==> src/hdl/jps_pkg.sv <==
// ----------------------------------------------------------------------------
// jps_pkg
// Shared types, codes and constants of the joint angle servo.
// ----------------------------------------------------------------------------
package jps_pkg;

	// Angles are in hundredths of a degree
	localparam int FULL_TURN = 36000;
	localparam int HALF_TURN = 18000;

	// Speed = floor(|error| * kp / SPEED_SCALE), division by reciprocal
	localparam int SPEED_SCALE = 10000;
	localparam int RECIP_SHIFT = 35;
	localparam logic [21:0] RECIP_MULT = 22'd3435974;

	// Configuration register map
	localparam int REG_ADDR_W = 5;
	localparam logic [2:0] REG_KP_GAIN       = 3'd0;
	localparam logic [2:0] REG_DEADBAND      = 3'd1;
	localparam logic [2:0] REG_SPEED_FLOOR   = 3'd2;
	localparam logic [2:0] REG_SPEED_CEILING = 3'd3;
	localparam logic [2:0] REG_LOOP_ENABLED  = 3'd4;

	typedef enum logic [2:0] {
		CMD_SAMPLE     = 3'd0,
		CMD_SET_TARGET = 3'd1,
		CMD_SET_LIMITS = 3'd2,
		CMD_SET_OFFSET = 3'd3,
		CMD_SET_SIGN   = 3'd4
	} cmd_e;

	typedef enum logic [1:0] {
		ST_OK       = 2'd0,
		ST_LIMITED  = 2'd1,
		ST_DISABLED = 2'd2,
		ST_REJECTED = 2'd3
	} status_e;

	typedef struct packed {
		logic [13:0] kp_gain;
		logic [10:0] deadband;
		logic [6:0]  speed_floor;
		logic [6:0]  speed_ceiling;
		logic        loop_enabled;
	} cfg_t;

	localparam cfg_t CFG_RESET = '{
		kp_gain:       14'd500,
		deadband:      11'd80,
		speed_floor:   7'd18,
		speed_ceiling: 7'd70,
		loop_enabled:  1'b0
	};

	// One row of the joint memory
	typedef struct packed {
		logic signed [15:0] target;
		logic signed [15:0] lim_min;
		logic signed [15:0] lim_max;
		logic signed [16:0] offset;
		logic               rev;
	} entry_t;

	localparam int ENTRY_W = $bits(entry_t);

	localparam entry_t RESET_ENTRY = '{
		target:  16'sd0,
		lim_min: -16'sd18000,
		lim_max: 16'sd17999,
		offset:  17'sd0,
		rev:     1'b0
	};

	// Item bookkeeping that rides along the arithmetic stages
	typedef struct packed {
		logic [3:0] joint;
		logic       sample;
		logic       enabled;
		logic       rev;
		status_e    status;
	} meta_t;

	// Hand-off from the memory stage to the arithmetic stages
	typedef struct packed {
		meta_t              meta;
		logic signed [15:0] tgt;
		logic signed [17:0] diff;
	} stage_t;

endpackage

==> src/hdl/jps_req_if.sv <==
// ----------------------------------------------------------------------------
// jps_req_if
// Command channel of the joint angle servo.
// ----------------------------------------------------------------------------
interface jps_req_if;
	logic               valid;
	logic               ready;
	logic [2:0]         cmd;
	logic [3:0]         joint;
	logic [15:0]        encoder_angle;
	logic signed [15:0] target_angle;
	logic signed [15:0] limit_low;
	logic signed [15:0] limit_high;
	logic signed [16:0] zero_offset;
	logic               reverse_sign;

	modport source (
		output valid, cmd, joint, encoder_angle, target_angle, limit_low, limit_high,
		       zero_offset, reverse_sign,
		input  ready
	);
	modport sink (
		input  valid, cmd, joint, encoder_angle, target_angle, limit_low, limit_high,
		       zero_offset, reverse_sign,
		output ready
	);
endinterface

==> src/hdl/jps_rsp_if.sv <==
// ----------------------------------------------------------------------------
// jps_rsp_if
// Result channel of the joint angle servo.
// ----------------------------------------------------------------------------
interface jps_rsp_if;
	logic               valid;
	logic               ready;
	logic [3:0]         out_joint;
	logic [6:0]         drive_pct;
	logic               forward;
	logic signed [15:0] current_angle;
	logic signed [15:0] angle_error;
	logic               reached;
	logic [1:0]         status;

	modport source (
		output valid, out_joint, drive_pct, forward, current_angle, angle_error,
		       reached, status,
		input  ready
	);
	modport sink (
		input  valid, out_joint, drive_pct, forward, current_angle, angle_error,
		       reached, status,
		output ready
	);
endinterface

==> src/hdl/jps_ram.sv <==
// ----------------------------------------------------------------------------
// jps_ram
// Simple dual-port RAM, one write and one registered read port.
// ----------------------------------------------------------------------------
module jps_ram #(
	parameter int WIDTH = 8,
	parameter int DEPTH = 16
) (
	input  logic                                    clk,
	input  logic                                    we,
	input  logic [((DEPTH > 1) ? $clog2(DEPTH) : 1)-1:0] waddr,
	input  logic [WIDTH-1:0]                        wdata,
	input  logic                                    re,
	input  logic [((DEPTH > 1) ? $clog2(DEPTH) : 1)-1:0] raddr,
	output logic [WIDTH-1:0]                        rdata
);
	logic [WIDTH-1:0] mem [DEPTH];

	always_ff @(posedge clk) begin
		if (we) begin
			mem[waddr] <= wdata;
		end
		if (re) begin
			rdata <= mem[raddr];
		end
	end
endmodule

==> src/hdl/jps_state.sv <==
// ----------------------------------------------------------------------------
// jps_state
// Joint memory stage: read on transfer, modify in stage 1, write back.
// ----------------------------------------------------------------------------
module jps_state import jps_pkg::*; #(
	parameter int NUM_JOINTS = 4
) (
	input  logic        clk,
	input  logic        arst_n,
	jps_req_if.sink     req,
	input  logic        loop_enabled,
	input  logic        take,
	output logic        valid_s1,
	output stage_t      stage_s1
);
	localparam int AW = (NUM_JOINTS > 1) ? $clog2(NUM_JOINTS) : 1;

	logic                  ready_s1;
	logic                  accept;
	logic                  joint_ok;
	logic                  ok_s1;
	logic                  rvld_s1;
	cmd_e                  cmd_s1;
	logic [3:0]            joint_s1;
	logic [AW-1:0]         addr_s1;
	logic [15:0]           enc_s1;
	logic signed [15:0]    req_tgt_s1;
	logic signed [15:0]    lo_s1;
	logic signed [15:0]    hi_s1;
	logic signed [16:0]    off_s1;
	logic                  rev_s1;
	logic                  en_s1;
	logic [NUM_JOINTS-1:0] vld_q;
	logic                  fw_en_q;
	logic [AW-1:0]         fw_addr_q;
	entry_t                fw_data_q;
	logic [ENTRY_W-1:0]    ram_rdata;
	entry_t                ent;
	entry_t                nxt;
	logic                  wr_need;
	logic                  wr_en;
	logic signed [15:0]    lim;
	logic signed [15:0]    tgt;
	status_e               status;
	logic                  sample;

	function automatic logic signed [15:0] clamp16(input logic signed [15:0] v,
	                                                input logic signed [15:0] lo,
	                                                input logic signed [15:0] hi);
		logic signed [15:0] r;
		r = v;
		if (v < lo) begin
			r = lo;
		end else if (v > hi) begin
			r = hi;
		end
		return r;
	endfunction

	assign ready_s1  = !valid_s1 || take;
	assign req.ready = ready_s1;
	assign accept    = req.valid && ready_s1;
	assign joint_ok  = ({1'b0, req.joint} < 5'(NUM_JOINTS));

	always_ff @(posedge clk or negedge arst_n) begin
		if (!arst_n) begin
			valid_s1 <= 1'b0;
		end else if (ready_s1) begin
			valid_s1 <= req.valid;
		end
	end

	always_ff @(posedge clk) begin
		if (accept) begin
			cmd_s1     <= cmd_e'(req.cmd);
			joint_s1   <= req.joint;
			addr_s1    <= req.joint[AW-1:0];
			ok_s1      <= joint_ok;
			rvld_s1    <= joint_ok ? vld_q[req.joint[AW-1:0]] : 1'b0;
			enc_s1     <= req.encoder_angle;
			req_tgt_s1 <= req.target_angle;
			lo_s1      <= req.limit_low;
			hi_s1      <= req.limit_high;
			off_s1     <= req.zero_offset;
			rev_s1     <= req.reverse_sign;
			en_s1      <= loop_enabled;
		end
	end

	jps_ram #(
		.WIDTH (ENTRY_W),
		.DEPTH (NUM_JOINTS)
	) u_ram (
		.clk   (clk),
		.we    (wr_en),
		.waddr (addr_s1),
		.wdata (nxt),
		.re    (accept),
		.raddr (req.joint[AW-1:0]),
		.rdata (ram_rdata)
	);

	// Previous write may land on the same edge as this read: forward it
	always_comb begin
		if (fw_en_q && (fw_addr_q == addr_s1)) begin
			ent = fw_data_q;
		end else if (rvld_s1) begin
			ent = entry_t'(ram_rdata);
		end else begin
			ent = RESET_ENTRY;
		end
	end

	always_comb begin
		nxt     = ent;
		wr_need = 1'b0;
		status  = ST_OK;
		sample  = 1'b0;
		tgt     = ent.target;
		lim     = clamp16(req_tgt_s1, ent.lim_min, ent.lim_max);
		if (!ok_s1) begin
			status = ST_REJECTED;
		end else begin
			case (cmd_s1)
				CMD_SET_TARGET: begin
					nxt.target = lim;
					wr_need    = 1'b1;
					status     = (lim != req_tgt_s1) ? ST_LIMITED : ST_OK;
				end
				CMD_SET_LIMITS: begin
					if (hi_s1 <= lo_s1) begin
						status = ST_REJECTED;
					end else begin
						nxt.lim_min = lo_s1;
						nxt.lim_max = hi_s1;
						wr_need     = 1'b1;
					end
				end
				CMD_SET_OFFSET: begin
					nxt.offset = off_s1;
					wr_need    = 1'b1;
				end
				CMD_SET_SIGN: begin
					nxt.rev = rev_s1;
					wr_need = 1'b1;
				end
				CMD_SAMPLE: begin
					sample = 1'b1;
					if (en_s1) begin
						tgt        = clamp16(ent.target, ent.lim_min, ent.lim_max);
						nxt.target = tgt;
						wr_need    = 1'b1;
					end else begin
						status = ST_DISABLED;
					end
				end
				default: begin
					status = ST_REJECTED;
				end
			endcase
		end
	end

	assign wr_en = valid_s1 && take && wr_need;

	always_ff @(posedge clk or negedge arst_n) begin
		if (!arst_n) begin
			vld_q   <= '0;
			fw_en_q <= 1'b0;
		end else if (valid_s1 && take) begin
			fw_en_q <= wr_need;
			if (wr_need) begin
				vld_q[addr_s1] <= 1'b1;
			end
		end
	end

	always_ff @(posedge clk) begin
		if (valid_s1 && take) begin
			fw_addr_q <= addr_s1;
			fw_data_q <= nxt;
		end
	end

	always_comb begin
		stage_s1.meta.joint   = joint_s1;
		stage_s1.meta.sample  = sample;
		stage_s1.meta.enabled = en_s1;
		stage_s1.meta.rev     = ent.rev;
		stage_s1.meta.status  = status;
		stage_s1.tgt          = tgt;
		stage_s1.diff         = $signed({2'b00, enc_s1}) - $signed({ent.offset[16], ent.offset});
	end
endmodule

==> src/hdl/jps_calc.sv <==
// ----------------------------------------------------------------------------
// jps_calc
// Arithmetic stages: angle wrap, error, gain, speed limits, result register.
// ----------------------------------------------------------------------------
module jps_calc import jps_pkg::*; (
	input  logic     clk,
	input  logic     arst_n,
	input  cfg_t     cfg,
	input  logic     valid_s1,
	input  stage_t   stage_s1,
	output logic     take,
	jps_rsp_if.source rsp
);
	logic valid_s2, valid_s3, valid_s4, valid_s5, valid_s6;
	logic r2, r3, r4, r5, r6;

	meta_t              meta_s2, meta_s3, meta_s4, meta_s5;
	logic signed [15:0] tgt_s2;
	logic signed [15:0] cur_s2, cur_s3, cur_s4, cur_s5;
	logic signed [15:0] err_s3, err_s4, err_s5;
	logic [14:0]        mag_s3;
	logic               reached_s4, reached_s5;
	logic [28:0]        prod_s4;
	logic               lo_hit_s5, hi_hit_s5;
	logic [42:0]        qprod_s5;

	logic signed [17:0] err_diff;
	logic signed [15:0] err_w;
	logic signed [15:0] err_neg;
	logic [20:0]        floor_lim;
	logic [20:0]        ceil_lim;
	logic [6:0]         quot;
	logic               active;

	// Reduce modulo a full turn into [-HALF_TURN, HALF_TURN); exact for
	// inputs in [-2 turns, 4 turns)
	function automatic logic signed [15:0] wrap_turn(input logic signed [17:0] d);
		logic signed [18:0] dx;
		logic signed [18:0] c;
		logic signed [15:0] r;
		dx = {d[17], d};
		r  = '0;
		for (int m = -2; m <= 4; m++) begin
			c = dx - 19'(m * FULL_TURN);
			if ((c >= 19'(-HALF_TURN)) && (c < 19'(HALF_TURN))) begin
				r = c[15:0];
			end
		end
		return r;
	endfunction

	assign r6   = !valid_s6 || rsp.ready;
	assign r5   = !valid_s5 || r6;
	assign r4   = !valid_s4 || r5;
	assign r3   = !valid_s3 || r4;
	assign r2   = !valid_s2 || r3;
	assign take = r2;

	always_ff @(posedge clk or negedge arst_n) begin
		if (!arst_n) begin
			valid_s2 <= 1'b0;
			valid_s3 <= 1'b0;
			valid_s4 <= 1'b0;
			valid_s5 <= 1'b0;
			valid_s6 <= 1'b0;
		end else begin
			if (r2) valid_s2 <= valid_s1;
			if (r3) valid_s3 <= valid_s2;
			if (r4) valid_s4 <= valid_s3;
			if (r5) valid_s5 <= valid_s4;
			if (r6) valid_s6 <= valid_s5;
		end
	end

	assign err_diff  = $signed({{2{tgt_s2[15]}}, tgt_s2}) - $signed({{2{cur_s2[15]}}, cur_s2});
	assign err_w     = wrap_turn(err_diff);
	assign err_neg   = -err_w;
	assign floor_lim = 21'(cfg.speed_floor) * 21'(SPEED_SCALE);
	assign ceil_lim  = (21'(cfg.speed_ceiling) + 21'd1) * 21'(SPEED_SCALE);
	assign quot      = qprod_s5[RECIP_SHIFT +: 7];
	assign active    = meta_s5.sample && meta_s5.enabled && !reached_s5;

	always_ff @(posedge clk) begin
		// wrap the corrected encoder angle
		if (r2) begin
			meta_s2 <= stage_s1.meta;
			tgt_s2  <= stage_s1.tgt;
			cur_s2  <= wrap_turn(stage_s1.diff);
		end
		// wrapped error and its magnitude
		if (r3) begin
			meta_s3 <= meta_s2;
			cur_s3  <= cur_s2;
			err_s3  <= err_w;
			mag_s3  <= err_w[15] ? err_neg[14:0] : err_w[14:0];
		end
		// deadband test and gain product
		if (r4) begin
			meta_s4    <= meta_s3;
			cur_s4     <= cur_s3;
			err_s4     <= err_s3;
			reached_s4 <= (mag_s3 <= 15'(cfg.deadband));
			prod_s4    <= 29'(mag_s3) * 29'(cfg.kp_gain);
		end
		// limit tests on the unscaled product, reciprocal multiply
		if (r5) begin
			meta_s5    <= meta_s4;
			cur_s5     <= cur_s4;
			err_s5     <= err_s4;
			reached_s5 <= reached_s4;
			lo_hit_s5  <= (prod_s4 < 29'(floor_lim));
			hi_hit_s5  <= (prod_s4 >= 29'(ceil_lim));
			qprod_s5   <= 43'(prod_s4[20:0]) * 43'(RECIP_MULT);
		end
		// result register
		if (r6) begin
			rsp.out_joint     <= meta_s5.joint;
			rsp.status        <= meta_s5.status;
			rsp.current_angle <= meta_s5.sample ? cur_s5 : 16'sd0;
			rsp.angle_error   <= meta_s5.sample ? err_s5 : 16'sd0;
			rsp.reached       <= meta_s5.sample && reached_s5;
			if (!active) begin
				rsp.drive_pct <= '0;
				rsp.forward   <= 1'b0;
			end else begin
				if (lo_hit_s5) begin
					rsp.drive_pct <= cfg.speed_floor;
				end else if (hi_hit_s5) begin
					rsp.drive_pct <= cfg.speed_ceiling;
				end else begin
					rsp.drive_pct <= quot;
				end
				rsp.forward <= (!err_s5[15] && (err_s5 != 16'sd0)) ^ meta_s5.rev;
			end
		end
	end

	assign rsp.valid = valid_s6;
endmodule

==> src/hdl/joint_angle_p_servo.sv <==
// ----------------------------------------------------------------------------
// joint_angle_p_servo
// Proportional joint position controller with deadband, per-joint state in
// a one-row-per-joint memory.
// ----------------------------------------------------------------------------
//
//   Channel   Kind            Direction   Moves
//   req       valid/ready     in          one command (sample or table update)
//   rsp       valid/ready     out         one result per command
//   APB       psel/penable    in/out      gain, deadband, speed limits, enable
//
// Rate: one transfer per cycle sustained while rsp takes results; a result
// passes every stage register in turn. The rate is set by the
// read-modify-write of the joint memory in stage 1; a write that lands on the
// same edge as the next read is forwarded from a holding register, so
// back-to-back commands to one joint need no interlock.
// Reset: control state, configuration and per-joint valid bits clear at
// once; a joint never written reads its reset row. No clearing pass.
// Stalls: each stage holds while the one after it is full and stalled, so
// bubbles close up, and req is taken while rsp waits until every stage is full.
// ----------------------------------------------------------------------------
module joint_angle_p_servo import jps_pkg::*; #(
	parameter int NUM_JOINTS = 4
) (
	input  logic                  clk,
	input  logic                  arst_n,
	input  logic                  psel,
	input  logic                  penable,
	input  logic                  pwrite,
	input  logic [REG_ADDR_W-1:0] paddr,
	input  logic [31:0]           pwdata,
	output logic [31:0]           prdata,
	output logic                  pready,
	jps_req_if.sink               req,
	jps_rsp_if.source             rsp
);
	cfg_t   cfg_q;
	logic   valid_s1;
	stage_t stage_s1;
	logic   take;

	// Register file: written in the access phase, zero wait states
	assign pready = 1'b1;

	always_ff @(posedge clk or negedge arst_n) begin
		if (!arst_n) begin
			cfg_q <= CFG_RESET;
		end else if (psel && penable && pwrite) begin
			case (paddr[REG_ADDR_W-1:2])
				REG_KP_GAIN:       cfg_q.kp_gain       <= pwdata[13:0];
				REG_DEADBAND:      cfg_q.deadband      <= pwdata[10:0];
				REG_SPEED_FLOOR:   cfg_q.speed_floor   <= pwdata[6:0];
				REG_SPEED_CEILING: cfg_q.speed_ceiling <= pwdata[6:0];
				REG_LOOP_ENABLED:  cfg_q.loop_enabled  <= pwdata[0];
				default: ;
			endcase
		end
	end

	// Read back the stored value, zero beyond the map
	always_comb begin
		case (paddr[REG_ADDR_W-1:2])
			REG_KP_GAIN:       prdata = 32'(cfg_q.kp_gain);
			REG_DEADBAND:      prdata = 32'(cfg_q.deadband);
			REG_SPEED_FLOOR:   prdata = 32'(cfg_q.speed_floor);
			REG_SPEED_CEILING: prdata = 32'(cfg_q.speed_ceiling);
			REG_LOOP_ENABLED:  prdata = 32'(cfg_q.loop_enabled);
			default:           prdata = '0;
		endcase
	end

	// Stage 1: joint memory read-modify-write, command decode
	jps_state #(
		.NUM_JOINTS (NUM_JOINTS)
	) u_state (
		.clk          (clk),
		.arst_n       (arst_n),
		.req          (req),
		.loop_enabled (cfg_q.loop_enabled),
		.take         (take),
		.valid_s1     (valid_s1),
		.stage_s1     (stage_s1)
	);

	// Stages 2..6: wrap, error, gain, speed limits, result register
	jps_calc u_calc (
		.clk      (clk),
		.arst_n   (arst_n),
		.cfg      (cfg_q),
		.valid_s1 (valid_s1),
		.stage_s1 (stage_s1),
		.take     (take),
		.rsp      (rsp)
	);
endmodule
==> src/flat_wrapper.sv <==
// flat-port wrapper written by rule: the top's interface ports become plain ports
module joint_angle_p_servo_flat import jps_pkg::*;
#(
	parameter int NUM_JOINTS = 4
)
  (clk, arst_n, psel, penable, pwrite, paddr, pwdata, prdata, pready, req_valid, req_cmd, req_joint, req_encoder_angle, req_target_angle, req_limit_low, req_limit_high, req_zero_offset, req_reverse_sign, req_ready, rsp_valid, rsp_out_joint, rsp_drive_pct, rsp_forward, rsp_current_angle, rsp_angle_error, rsp_reached, rsp_status, rsp_ready);
  jps_req_if req_i ();
  jps_rsp_if rsp_i ();
  input  logic clk;
  input  logic arst_n;
  input  logic psel;
  input  logic penable;
  input  logic pwrite;
  input  logic [REG_ADDR_W-1:0] paddr;
  input  logic [31:0] pwdata;
  output logic [31:0] prdata;
  output logic pready;
  input wire logic [$bits(req_i.valid)-1:0] req_valid;
  input wire logic [$bits(req_i.cmd)-1:0] req_cmd;
  input wire logic [$bits(req_i.joint)-1:0] req_joint;
  input wire logic [$bits(req_i.encoder_angle)-1:0] req_encoder_angle;
  input wire logic [$bits(req_i.target_angle)-1:0] req_target_angle;
  input wire logic [$bits(req_i.limit_low)-1:0] req_limit_low;
  input wire logic [$bits(req_i.limit_high)-1:0] req_limit_high;
  input wire logic [$bits(req_i.zero_offset)-1:0] req_zero_offset;
  input wire logic [$bits(req_i.reverse_sign)-1:0] req_reverse_sign;
  output wire logic [$bits(req_i.ready)-1:0] req_ready;
  output wire logic [$bits(rsp_i.valid)-1:0] rsp_valid;
  output wire logic [$bits(rsp_i.out_joint)-1:0] rsp_out_joint;
  output wire logic [$bits(rsp_i.drive_pct)-1:0] rsp_drive_pct;
  output wire logic [$bits(rsp_i.forward)-1:0] rsp_forward;
  output wire logic [$bits(rsp_i.current_angle)-1:0] rsp_current_angle;
  output wire logic [$bits(rsp_i.angle_error)-1:0] rsp_angle_error;
  output wire logic [$bits(rsp_i.reached)-1:0] rsp_reached;
  output wire logic [$bits(rsp_i.status)-1:0] rsp_status;
  input wire logic [$bits(rsp_i.ready)-1:0] rsp_ready;
  assign req_i.valid = req_valid;
  assign req_i.cmd = req_cmd;
  assign req_i.joint = req_joint;
  assign req_i.encoder_angle = req_encoder_angle;
  assign req_i.target_angle = req_target_angle;
  assign req_i.limit_low = req_limit_low;
  assign req_i.limit_high = req_limit_high;
  assign req_i.zero_offset = req_zero_offset;
  assign req_i.reverse_sign = req_reverse_sign;
  assign req_ready = req_i.ready;
  assign rsp_valid = rsp_i.valid;
  assign rsp_out_joint = rsp_i.out_joint;
  assign rsp_drive_pct = rsp_i.drive_pct;
  assign rsp_forward = rsp_i.forward;
  assign rsp_current_angle = rsp_i.current_angle;
  assign rsp_angle_error = rsp_i.angle_error;
  assign rsp_reached = rsp_i.reached;
  assign rsp_status = rsp_i.status;
  assign rsp_i.ready = rsp_ready;
  joint_angle_p_servo #(.NUM_JOINTS(NUM_JOINTS)) u_core (.clk(clk), .arst_n(arst_n), .psel(psel), .penable(penable), .pwrite(pwrite), .paddr(paddr), .pwdata(pwdata), .prdata(prdata), .pready(pready), .req(req_i), .rsp(rsp_i));
endmodule
==> config.mk <==
export PLATFORM = sky130hd
export DESIGN_NAME = joint_angle_p_servo_flat
export DESIGN_NICKNAME = d
export VERILOG_FILES = /design/src/hdl/jps_pkg.sv /design/src/hdl/jps_req_if.sv /design/src/hdl/jps_rsp_if.sv /design/src/hdl/jps_ram.sv /design/src/hdl/jps_state.sv /design/src/hdl/jps_calc.sv /design/src/hdl/joint_angle_p_servo.sv /design/src/flat_wrapper.sv
export SDC_FILE = /design/constraint.sdc
export NUM_CORES = 2
export LEC_CHECK = 0
export BUFFER_PORTS_ARGS = -buffer_cell sky130_fd_sc_hd__buf_2
export CAP_MARGIN = 20
export CORE_UTILIZATION = 64
export CTS_CLUSTER_DIAMETER = 200
export DETAILED_ROUTE_END_ITERATION = 8
export PLACE_DENSITY = 0.85
export SYNTH_ARGS = -nofsm -noshare
export SYNTH_HDL_FRONTEND = slang
export SYNTH_HIERARCHICAL = 1
export SYNTH_SLANG_ARGS = --single-unit
==> constraint.sdc <==
create_clock -name clk -period 9.65 [get_ports clk]
set_input_delay 0.4825 -clock clk [delete_from_list [all_inputs] [get_ports clk]]
set_output_delay 0.4825 -clock clk [all_outputs]
set_load 0.1 [all_outputs]
==> flow_metrics.tcl <==
set metrics [dict create \
    status "finished, final reports clean" \
    wirelength_um 147000 \
    cts-root-buf "clkbuf_16" \
    drt_iter0_drc 3780 \
    core_um2 88400 \
    initial_core_util_pct 64.5 \
    endpoint_kind "flip-flop" \
    die-area_um2 90300 \
    postSynth.asyncResetShare_pct 6.33 \
    fin_ws_ns 1.19 \
    routedWlPerCell_um 23.2 \
    tritoncts "yes" \
    cts_resized 0 \
    drive_above_1_share_pct 11.4 \
    finalSetupViolCount 0 \
    synthFlopType "edfxtp_1" \
    ioPinCount 215 \
    die_h_um 300 \
    hp-class "in2reg" \
    clockBufferDepth 3 \
    seq_area_frac_synth_pct 42.0 \
    grtUsageMet2_pct 55.9 \
    syn_area_um2 57000 \
    path_clk_slew_ns 0.07 \
    fin_crit_sh_pct 87.7 \
    vias_per_cell 6.30 \
    hold_path_end "u_core/cfg_q[37]" \
    netlist_instances 4893 \
    grt_first_pass_wirelength_um 229000 \
    std_cell_rows 109 \
    globalRouteMet3Util_pct 4.94 \
    crit_top_cell "a21oi_1" \
    synth.distinct_cells 127 \
    grt_max_degree 76 \
    ys_seq_elements 806 \
    cts_buffers 83 \
    top_usage_layer "met2" \
    portBuffers 175 \
    r2r.worst_path.cells 31 \
    worst-setup-path-type "reg2reg" \
    slew_violations 0 \
    finalHoldViolCount 0 \
    final_nets 6125 \
    grt.met1_usage_pct 41.3 \
    drc_errors 0 \
    clock-sinks 806 \
    worstMarginPinSlew_ns 1.12 \
    slowest_stage "nor3_4" \
    r2r_end "u_core/u_calc/cur_s2[12]" \
    synth-edff-count 755 \
    r2r_setup_slack_ns 1.19 \
    finalCriticalPeriod_ns 8.46 \
    antenna_found_initial 2 \
    yosysWarnings 6 \
    path_max_fanout 19 \
    avgSynthCellArea_um2 11.7 \
    critPathArrivalTime_ns 8.84 \
    grt-ovfl-total 0 \
    drv_cap 0 \
    track_usage_pct 33.1 \
    dr.pass1.iters 9 \
    fin_worst_skew_ns 0.0499 \
    grt_pass1_vias 41000 \
    vias 40000 \
    tns_ns 0 \
    die_w_um 300 \
    clk_latency_ns 0.68 \
    dp_hpwl_um 106000 \
    area_delta_synth_final_pct 9.78 \
    r2r_start "u_core/u_state/joint_s1[1]" \
    hold_path_depth 2 \
    start_kind "flip-flop" \
    dpl_worst_slack_ns 1.38 \
    antenna_left 0 \
    place_congestion 1.01 \
    hold_start "pwdata[11]" \
    max_stage_delay_ns 0.76 \
    htreeDepth 3 \
    relSlewSlack_pct 25.5 \
    crit_required_ns 10.03 \
    rsz0062_at_grt "no" \
    fmax_mhz 118 \
]
==> stage by stage <==
| step | hold WS [ns] | area [um2] | std cells | util (%) |
|---|---|---|---|---|
| final | 0.0443 | 62600 | 6345 | 70.8 |
| after global placement | 0.400 | 58900 | 6102 | 66.6 |
| after floorplan | 0.187 | 57100 | 4910 | - |
| after detailed placement | 0.405 | 58900 | 6102 | 66.6 |
| after CTS | 0.0222 | 62500 | 6341 | 70.7 |
| after global routing | 0.0347 | 62600 | 6345 | 70.8 |
==> worst max path at each step <==
stage	from	endpoint	slack [ns]	cells after the start
floorplan	u_core/u_calc/rsp.valid	u_core/u_state/u_ram/mem[0][0]	0.29	7
global placement	u_core/u_state/joint_s1[1]	u_core/u_calc/cur_s2[12]	1.54	31
detailed placement	u_core/u_state/joint_s1[1]	u_core/u_calc/cur_s2[12]	1.38	31
CTS	u_core/u_state/joint_s1[1]	u_core/u_calc/cur_s2[12]	1.30	31
global route	u_core/u_state/joint_s1[1]	u_core/u_calc/cur_s2[12]	0.62	31
finish	u_core/u_state/joint_s1[1]	u_core/u_calc/cur_s2[12]	1.19	31
==> what timing repair did <==
item,CTS,global route
hold endpoints to repair,96,0
hold buffers,87,0
buffers inserted,0,0
==> layout by cell type (no fill, tap or decap), types with 21 or more instances in the layout <==
cell type,count
and2_1,149
nand4_1,45
nand2_1,348
mux2_2,44
a211oi_1,31
o21a_1,33
xor2_1,33
buf_2,173
o211ai_1,26
clkbuf_1,22
nand3_1,84
clkbuf_16,83
o221ai_1,24
nor4_1,23
inv_1,643
and3_1,40
a32oi_1,21
mux2i_1,37
dfrtp_1,38
edfxtp_1,755
dlygate4sd3_1,87
fa_1,342
ha_1,538
xnor2_1,131
nor3_1,62
mux4_2,73
a22oi_1,21
nand2b_1,48
nor2_1,184
a21oi_1,235
a21o_1,71
o21ai_0,149
buf_4,51
nor2b_1,48
a31oi_1,44
==> sequential cells by signal, summed over array words and instances, names as in the netlist, 14 cells and up <==
name                             count
u_core/u_calc/err_s3                16
u_core/u_state/u_ram/mem           264
u_core/u_calc/cur_s4                16
u_core/u_calc/err_s4                16
u_core/cfg_q                        40
u_core/u_state/req_tgt_s1           16
u_core/u_state/enc_s1               16
u_core/u_calc/mag_s3                14
u_core/u_state/fw_data_q            66
u_core/u_calc/cur_s3                16
u_core/u_calc/err_s5                16
u_core/u_calc/tgt_s2                16
u_core/u_calc/prod_s4               29
u_core/u_calc/rsp.angle_error       16
u_core/u_state/u_ram/rdata          66
u_core/u_state/off_s1               17
u_core/u_state/lo_s1                16
u_core/u_state/hi_s1                16
u_core/u_calc/cur_s2                16
u_core/u_calc/rsp.current_angle     16
u_core/u_calc/cur_s5                16
==> cells in the mapped netlist, types with 48 or more instances <==
library cell | number | area [um2]
xnor2_1 | 133 | 1160
mux4_2 | 73 | 1640
nor2b_1 | 48 | 300
o21ai_0 | 149 | 746
nand3_1 | 86 | 430
nor3_1 | 62 | 310
nor2_1 | 184 | 691
fa_1 | 342 | 6850
nand2_1 | 350 | 1310
a21o_1 | 71 | 533
nand2b_1 | 48 | 300
a21oi_1 | 235 | 1180
inv_1 | 645 | 2420
edfxtp_1 | 755 | 22700
and2_1 | 150 | 938
clkbuf_1 | 109 | 409
ha_1 | 538 | 6730
==> critical path: cells and delay by family (launching register included) <==
kind | cells | cell delay [ns]
flip-flops | 1 | 0.59
XOR/XNOR | 3 | 0.71
multiplexers | 3 | 0.52
adder cells (fa/ha/maj) | 2 | 0.59
AND/OR/NAND/NOR | 6 | 2.18
buffers and inverters | 2 | 0.48
AO/OA/AOI/OAI | 15 | 3.08
==> layout make-up <==
type                       instances  area, um2
multi-input combinational       3256      29800
fill                            6004      25800
sequential                       806      24000
inverter                         651       2440
clock buffer                     108       2200
timing repair buffer             314       2190
tap                             1165       1460
clock inverter                    44        539
antenna                            1       2.50
==> cells by family (layout without fill, tap and decap cells) <==
kind of cell,count (synthesis),count (layout),synth area share (%)
AND/OR/NAND/NOR,1145,1145,10.3
adder cells (fa/ha/maj),881,881,23.8
AO/OA/AOI/OAI,874,874,10.4
buffers and inverters,848,1117,6.00
flip-flops,806,806,42.0
XOR/XNOR,173,173,2.73
multiplexers,164,164,4.67
other,2,20,0.0132
==> routing by layer <==
layer	vias up	wire, um
met2	1995	71900
li1	17800	-
met5	-	13
met1	19700	55600
met4	2	8950
met3	525	10700
Power is not shown: default switching activity piles up to over one toggle a cycle in this logic, so the estimate is an artifact.
